$ cat src/sv/vlmf_pkg.sv
// Shared types and constants for the variable-length message FIFO.
// Used by the queue stage, the execution stage, the top level and the checker.
package vlmf_pkg;

    localparam int STORE_WORDS = 1024;
    localparam int ADDR_W      = $clog2(STORE_WORDS);
    localparam logic [12:0] MAX_CAP   = 13'(STORE_WORDS * 4 > 4096 ? 4096 : STORE_WORDS * 4);
    localparam logic [13:0] HDR_BYTES = 14'd4;

    typedef enum logic [1:0] {
        MODE_PUSH   = 2'd0,
        MODE_POP    = 2'd1,
        MODE_CLEAR  = 2'd2,
        MODE_STATUS = 2'd3
    } mode_t;

    typedef enum logic [2:0] {
        ST_OK       = 3'd0,
        ST_BAD_LEN  = 3'd1,
        ST_FULL     = 3'd2,
        ST_NEVER    = 3'd3,
        ST_REJ_WORD = 3'd4,
        ST_EMPTY    = 3'd5
    } status_t;

    typedef enum logic {
        CFG_CAPACITY = 1'b0,
        CFG_DISCARD  = 1'b1
    } cfg_idx_t;

    typedef enum logic [3:0] {
        S_IDLE,
        S_DECODE,
        S_DROPCHK,
        S_DROP,
        S_FIT,
        S_PUSH2,
        S_PHDR,
        S_PDATA,
        S_RESP
    } state_t;

    typedef struct packed {
        logic [1:0]  mode;
        logic [12:0] msg_length;
        logic [31:0] data_word;
    } item_t;

endpackage

$ cat src/sv/vlmf_front.sv
// Front queue: two-entry buffer that accepts input transfers.
// Depends on vlmf_pkg for the item type.
module vlmf_front
    import vlmf_pkg::*;
(
    input  logic  clk,
    input  logic  rst_n,
    input  logic  in_valid,
    output logic  in_ready,
    input  item_t in_item,
    output logic  q_valid,
    input  logic  q_ready,
    output item_t q_item
);

    item_t       ent_reg [2];
    logic        wr_ptr_reg, rd_ptr_reg;
    logic [1:0]  cnt_reg;
    logic        push, pop;

    assign in_ready = (cnt_reg != 2'd2);
    assign q_valid  = (cnt_reg != 2'd0);
    assign q_item   = ent_reg[rd_ptr_reg];
    assign push     = in_valid && in_ready;
    assign pop      = q_valid && q_ready;

    always_ff @(posedge clk)
    begin
        if (push)
        begin
            ent_reg[wr_ptr_reg] <= in_item;
        end
    end

    always_ff @(posedge clk or negedge rst_n)
    begin
        if (!rst_n)
        begin
            wr_ptr_reg <= 1'b0;
            rd_ptr_reg <= 1'b0;
            cnt_reg    <= 2'd0;
        end
        else
        begin
            if (push)
            begin
                wr_ptr_reg <= ~wr_ptr_reg;
            end
            if (pop)
            begin
                rd_ptr_reg <= ~rd_ptr_reg;
            end
            cnt_reg <= cnt_reg + 2'(push) - 2'(pop);
        end
    end

endmodule

$ cat config.mk
export PLATFORM = sky130hd
export DESIGN_NAME = vlmf_front
export DESIGN_NICKNAME = d
export VERILOG_FILES = /design/src/sv/vlmf_pkg.sv /design/src/sv/vlmf_front.sv
export SDC_FILE = /design/constraint.sdc
export NUM_CORES = 1
export LEC_CHECK = 0
export BUFFER_PORTS_ARGS = -buffer_cell sky130_fd_sc_hd__buf_2
export CAP_MARGIN = 20
export CORE_UTILIZATION = 50
export DETAILED_ROUTE_END_ITERATION = 6
export MAX_ROUTING_LAYER = met4
export PLACE_DENSITY = 0.75
export SKIP_CTS_REPAIR_TIMING = 1
export SLEW_MARGIN = 20
export SYNTH_ARGS = -nofsm -noshare
export SYNTH_HDL_FRONTEND = slang
export SYNTH_SLANG_ARGS = --single-unit
$ cat constraint.sdc
create_clock -name clk -period 3.26 [get_ports clk]
set_input_delay 0.163 -clock clk [delete_from_list [all_inputs] [get_ports clk]]
set_output_delay 0.163 -clock clk [all_outputs]
set_load 0.01 [all_outputs]
# Word level (Yosys, flattened, before mapping)
# Memory sizes are Yosys's and may differ from the RTL's.
# Index checks and enable logic that the tools add are counted.
# word_totals
ram_bits	94
output_inout_bits	49
reg_bits	4
memories	1
in_bits	51
word_cells	14
# memory_table
name	words	word_bits	rd	rd_clocked_by_memory_dff	wr	line	text
ent_reg	2	47	1	0	1	vlmf_front.sv:16	item_t ent_reg [2];
# op_classes
eq_ne	1
bitwise	2
addsub	2
n_reduce_logical	3
n_mux	2
# op_table
op	n
$add 2x1->2	1
$logic_and 1x1->1	2
$mux 1	2
$ne 2x2->1 const B	1
$not 1->1	2
$reduce_bool 2->1	1
$sub 2x1->2	1

# Logic depth before layout (Yosys ltp)
# Gate-level depths: netlist (run 1).
# logic_depth
depth_word	4
depth_mapped	7
mapped_depth_nobuf	7

# Worst setup path after synthesis (run 1)
# Ideal clock, no wire load.
# synth_timing
kind	reg2reg
startpoint	reg cnt_reg[1]
endpoint	mem ent_reg[0][0] in the netlist's numbering (enable)
t_arrival_ns	2.636
setup_slack_ns	0.172
path_buffers	0
required_ns	2.808
stages_incl_launch_ff	4
period_less_slack_ns	3.088
setup_ns	0.452
path_cell_list	dfrtp_1 nand2b_1 nand2_1 nor2_1
# synth_via
elab_chain_len	4
# synth_lines
element	line	text
start: declaration	vlmf_front.sv:18	logic [1:0] cnt_reg;
start signal: assignment	vlmf_front.sv:53	cnt_reg <= cnt_reg + 2'(push) - 2'(pop);
$ne 2x2->1	vlmf_front.sv:21	assign in_ready = (cnt_reg != 2'd2);
named net in_ready	vlmf_front.sv:9	output logic in_ready,
$logic_and 1x1->1	vlmf_front.sv:24	assign push = in_valid && in_ready;
$mux 1	vlmf_front.sv:29	if (push)
$mux 1 (implied by the code)	vlmf_front.sv:31	ent_reg[wr_ptr_reg] <= in_item;
end: declaration	vlmf_front.sv:16	
# The timed path passes the listed nets, and every way through them passes these cells.

==> results of run 1 <==
## worst max-delay path, delay by kind of cell (launching register included)
kind / cells / cell delay [ns]
flip-flops: 1 / 0.73
buffers and inverters: 2 / 0.54
multiplexers: 1 / 0.39
## layout by cell type (no fill, tap or decap)
| cell | count |
|---|---|
| buf_2 | 99 |
| edfxtp_1 | 94 |
| dlygate4sd3_1 | 45 |
| mux2_2 | 27 |
| mux2_4 | 20 |
| clkbuf_8 | 9 |
| buf_4 | 4 |
| xnor2_1 | 3 |
| dfrtp_1 | 3 |
| ha_1 | 2 |
| clkinvlp_4 | 2 |
| bufinv_16 | 2 |
| or2_1 | 1 |
| and2_4 | 1 |
| nand2b_1 | 1 |
| nand2_1 | 1 |
| inv_1 | 1 |
| and3_2 | 1 |
| nor2_4 | 1 |
| xor2_1 | 1 |
| clkinv_2 | 1 |
| clkbuf_1 | 1 |
| buf_12 | 1 |
| dfrtp_2 | 1 |
## area by class of cell
class                           count  area (sq um)  area share, %
Clock inverter                      5          80.1           1.61
Sequential cell                    98          2920           59.0
Multi-Input combinational cell     59           708           14.3
Tap cell                           96           120           2.42
Timing Repair Buffer              149           996           20.1
Clock buffer                       10           128           2.57
Inverter                            1          3.75         0.0757
## report_power, final
part	switching [mW]	internal (mW)	total, mW	leakage [nW]
sequential	0.132	1.72	1.86	0.919
combinational	0.613	0.670	1.28	0.925
clock	0.388	0.427	0.815	0.0984
total	1.13	2.82	3.95	1.94
## logic make-up (layout without fill, tap and decap cells)
logic type,after synthesis,after routing,synth area share [%]
multiplexers,47,47,16.5
XOR/XNOR,4,4,0.955
buffers and inverters,6,165,1.30
AND/OR/NAND/NOR,6,6,0.955
adder cells (fa/ha/maj),2,2,0.682
flip-flops,98,98,79.6
## worst paths after layout
path                                  start             end  slack (ns)  depth (start not counted)
worst max-delay path             rd_ptr_reg       q_item[3]        1.06                          3
worst min-delay path            in_item[39]  ent_reg[0][39]       0.002                          1
worst max register to register   cnt_reg[1]  ent_reg[1][25]        1.39                          3
worst min register to register   cnt_reg[0]      cnt_reg[0]        0.53                          1
max in group asynchronous             rst_n      rd_ptr_reg        2.96                          2
min in group asynchronous             rst_n      wr_ptr_reg        0.15                          2
## through the flow
stage	instance area (sq um)	setup WS, ns	utilization (%)
finish	4960	1.06	71.4
global route	4960	0.928	71.4
CTS	4510	1.03	64.9
detailed placement	4300	1.36	61.9
global placement	4300	1.43	61.9
floorplan	3670	0.172	-
## metal layers
| layer | up-vias | wire length, um |
|---|---|---|
| li1 | 949 | - |
| met5 | - | 0 |
| met3 | 10 | 285 |
| met4 | 0 | 110 |
| met1 | 957 | 2710 |
| met2 | 66 | 3280 |
==> metrics.cfg, run 1 <==
[layout]
final_cells=418
syn_to_final_growth_pct=35.2
fin_nets=371
diodes=0
final_layout_size_suffix_gt1_share_pct=52.5
nFillCells=445
largest_reg_flops=94

[global_route]
grt_max_degree=35
use_met1_pct=20.0
antenna_found_initial=0
grt-busiest-layer=met2
grt_pass1_vias=1721
grt_pass1_wl_um=8470
met3_usage_pct=4.81
globalRouteMet2Util_pct=25.4
grt_use_total_pct=16.4
grt_overflow=0

[setup_path]
path_cells=buf_4 > mux2_2 > buf_2
worstSetupPathType=flop to primary output
worstPathMaxFanout=24
required_ns=3.10
critPathLaunchType=flop
crit_slowest_cell=dfrtp_2
cpPeakStageDelay_ns=0.73
arrival_ns=2.04
cp-end-kind=primary output

[logic_synthesis]
avgSynthCellArea_sq_um=22.5
syn_area_sq_um=3670
synth_edf_count=94
syn-num-nets=216
synth_commonest_cells=edfxtp_1, mux2_2, mux2_4
ys.flop_type=edfxtp_1
ys_ff_latch=98
yosysTopAreaCell=edfxtp_1
synth_warnings=0
yosysMostFrequentCell=edfxtp_1
yosys-top-cells-area=edfxtp_1, mux2_2, mux2_4
synth_cells=163
synth_cell_types=16
yosysTopAreaCellShare_pct=76.9
synth_seq_area_share_pct=79.6
ys_async_sr_fraction_pct=4.08

[floorplanning]
die_w_um=87.7
start_util_pct=52.8
die_h_um=87.7
fp.dieArea_sq_um=7690
core_sq_um=6940
ios=100
rows=30

[drt]
antenna_left=0
vias=1982
drc_errors=0
wl_per_cell_um=15.3
wl_um=6380
via_per_inst=4.74
dr.pass1.iters=4
drtIter0Drc=112

[clock_network]
cts_max_path_buffers=2
clock_latency_ns=0.36
cts_tree=done
clk_pin_slew_ns=0.08
cts_sinks=98
cts_buffers=9
cts_root_buf=clkbuf_8
cts_htree_levels=3

[power]
power_leakage_nw=1.94
power_density_nw_per_um2=797
peakVddDrop_mv=0.448
power_mw=3.95

[place]
place_inst=358
io_buffers=99
dp_hpwl_um=3940
gp_congestion=0.782

[sta]
fin_skew_ns=0.00726
holdWs_ns=0.00232
final_max_slew_viol_count=0
slew-limit-headroom_pct=45.0
fin_crit_ns=2.20
finalCritPeriodShare_pct=67.5
tightest_slew_ns=0.825
tns_ns=0
rsz0062_at_grt=false
hold_viol_final=0
max_freq_mhz=454
setup_violations=0

[job]
cap_violations=0

[hold_path]
worstHoldPathType=primary input to flop

[run_status]
status=complete, no violations

Note: power is estimated with default switching activity, not from simulation.
==> inputs of run 2 (changes only) <==
CORE_UTILIZATION = 47   (was 50)
PLACE_DENSITY = 0.74   (was 0.75)
clock period = 1.9 ns   (was 3.26 ns; I/O delays follow)
==> run 2 against run 1 <==
Compared with the run above: sequential share of layout area down 0.50 points; non-clock buffer count up 4; clock power up 56%; global-route usage down 0.13 points; final cell count up 1.9%; utilization down 3.9 points; setup slack worse by 0.91 ns; sequential power up 68%; via count up 0.81%; clock skew up 0.0016 ns; count of clock-buffer cells in the layout down 1.
==> metrics.cfg, run 2 (synthesis results as in run 1) <==
[run_status]
status=complete, no violations

[sta]
slew-limit-headroom_pct=74.2
fin_skew_ns=0.00882
max_freq_mhz=572
fin_crit_ns=1.75
setup_violations=0
hold_viol_final=0
holdWs_ns=0.0349
final_max_slew_viol_count=0
tightest_slew_ns=0.387
rsz0062_at_grt=false
finalCritPeriodShare_pct=92.1
tns_ns=0

[power]
netSwitchingFraction_pct=30.5
p_seq_share_pct=46.5
power_density_nw_per_um2=1340
power_leakage_nw=1.96
power_frac_clock_pct=18.9
switching_power_mw=2.05
power_mw=6.72
peakVddDrop_mv=0.991
combPwrFrac_pct=34.6
intPower_mw=4.67

[clock_network]
cts_buffers=9
cts_htree_levels=3
cts_sinks=98
cts_tree=done
clk_pin_slew_ns=0.10
cts_root_buf=clkbuf_8
cts_max_path_buffers=2
clock_latency_ns=0.35

[setup_path]
cp-end-kind=flop
required_ns=2.18
worstPathMaxFanout=3
worstSetupPathType=flop to flop
critPathLaunchType=flop
arrival_ns=2.03

[layout]
final_cell_mix=buf_2, edfxtp_1, dlygate4sd3_1
diodes=0
fin_nets=375
syn_to_final_growth_pct=36.3
final_layout_size_suffix_gt1_share_pct=52.6
largest_reg_flops=94
fin_area_sq_um=5000
final_common_cell=buf_2

[place]
gp_congestion=0.721
dp_hpwl_um=4130
io_buffers=99
place_area_sq_um=4330

[drt]
wl_um=6440
antenna_left=0
vias=1998
via_per_inst=4.69
drtIter0Drc=49
drc_errors=0
dr.pass1.iters=4
wl_per_cell_um=15.1

[global_route]
grt_max_degree=29
grt_pass1_vias=1927
grt_use_total_pct=16.3
grt_pass1_wl_um=9560
antenna_found_initial=0
grt_overflow=0

[floorplanning]
die_w_um=90.4
fp.dieArea_sq_um=8170
core_sq_um=7410
die_h_um=90.4
ios=100
start_util_pct=49.5
rows=31

[job]
cap_violations=0

[hold_path]
worstHoldPathType=primary input to flop

run 2: cell types whose count changed in the layout (fill, tap and decap cells not counted), sizes merged:
cell         change
inv              +3
buf              +1
clkinvlp         -1
bufinv           -2
clkbuf           -1
clkinv           +2
dlygate4sd3      +3
run 2: power by group through the flow:
stage | registers (mW) | clock network [mW] | logic, mW
floorplan | 3.10 | 0 | 1.54
global placement | 3.15 | 0 | 2.25
detailed placement | 3.18 | 0 | 2.28
CTS | 3.13 | 1.31 | 2.29
global route | 3.18 | 1.39 | 2.51
finish | 3.12 | 1.27 | 2.33
run 2: metal layers:
metal  wire length [um]  GRT usage, %
met1               2660          18.4
met2               3440          27.9
met3                300          4.63
met4                 38          5.24
met5                  0             -
run 2: area by class of cell:
class | instances | area [sq um]
Clock inverter | 7 | 72.6
Fill cell | 506 | 2410
Tap cell | 99 | 124
Sequential cell | 98 | 2920
Timing Repair Buffer | 153 | 1050
Inverter | 1 | 3.75
Multi-Input combinational cell | 59 | 708
Clock buffer | 9 | 124
run 2: worst paths after layout:
kind | startpoint | to | slack, ns | cells after the start
min in group asynchronous | rst_n | wr_ptr_reg | 0.07 | 2
hold reg to reg | cnt_reg[0] | cnt_reg[0] | 0.52 | 1
setup / recovery | cnt_reg[1] | cnt_reg[1] | 0.15 | 7
max in group asynchronous | rst_n | rd_ptr_reg | 1.70 | 2
setup reg to reg | cnt_reg[1] | cnt_reg[1] | 0.15 | 7
hold / removal | q_ready | rd_ptr_reg | 0.03 | 3
run 2: worst max-delay path, cell delays in order (launching register included):
cell	delay (ns)
dfrtp_1	0.41
or2_1	0.26
and2_4	0.17
ha_1	0.28
inv_1	0.04
ha_1	0.18
xnor2_1	0.18
xnor2_1	0.15
run 2: metrics by stage:
stage | cells | utilization (%) | worst slack [ns]
after global placement | 362 | 58.4 | 0.273
after floorplan | 163 | - | 0.0982
after CTS | 378 | 61.0 | 0.144
after detailed placement | 362 | 58.4 | 0.186
after global routing | 426 | 67.5 | 0.0859
final | 426 | 67.5 | 0.151
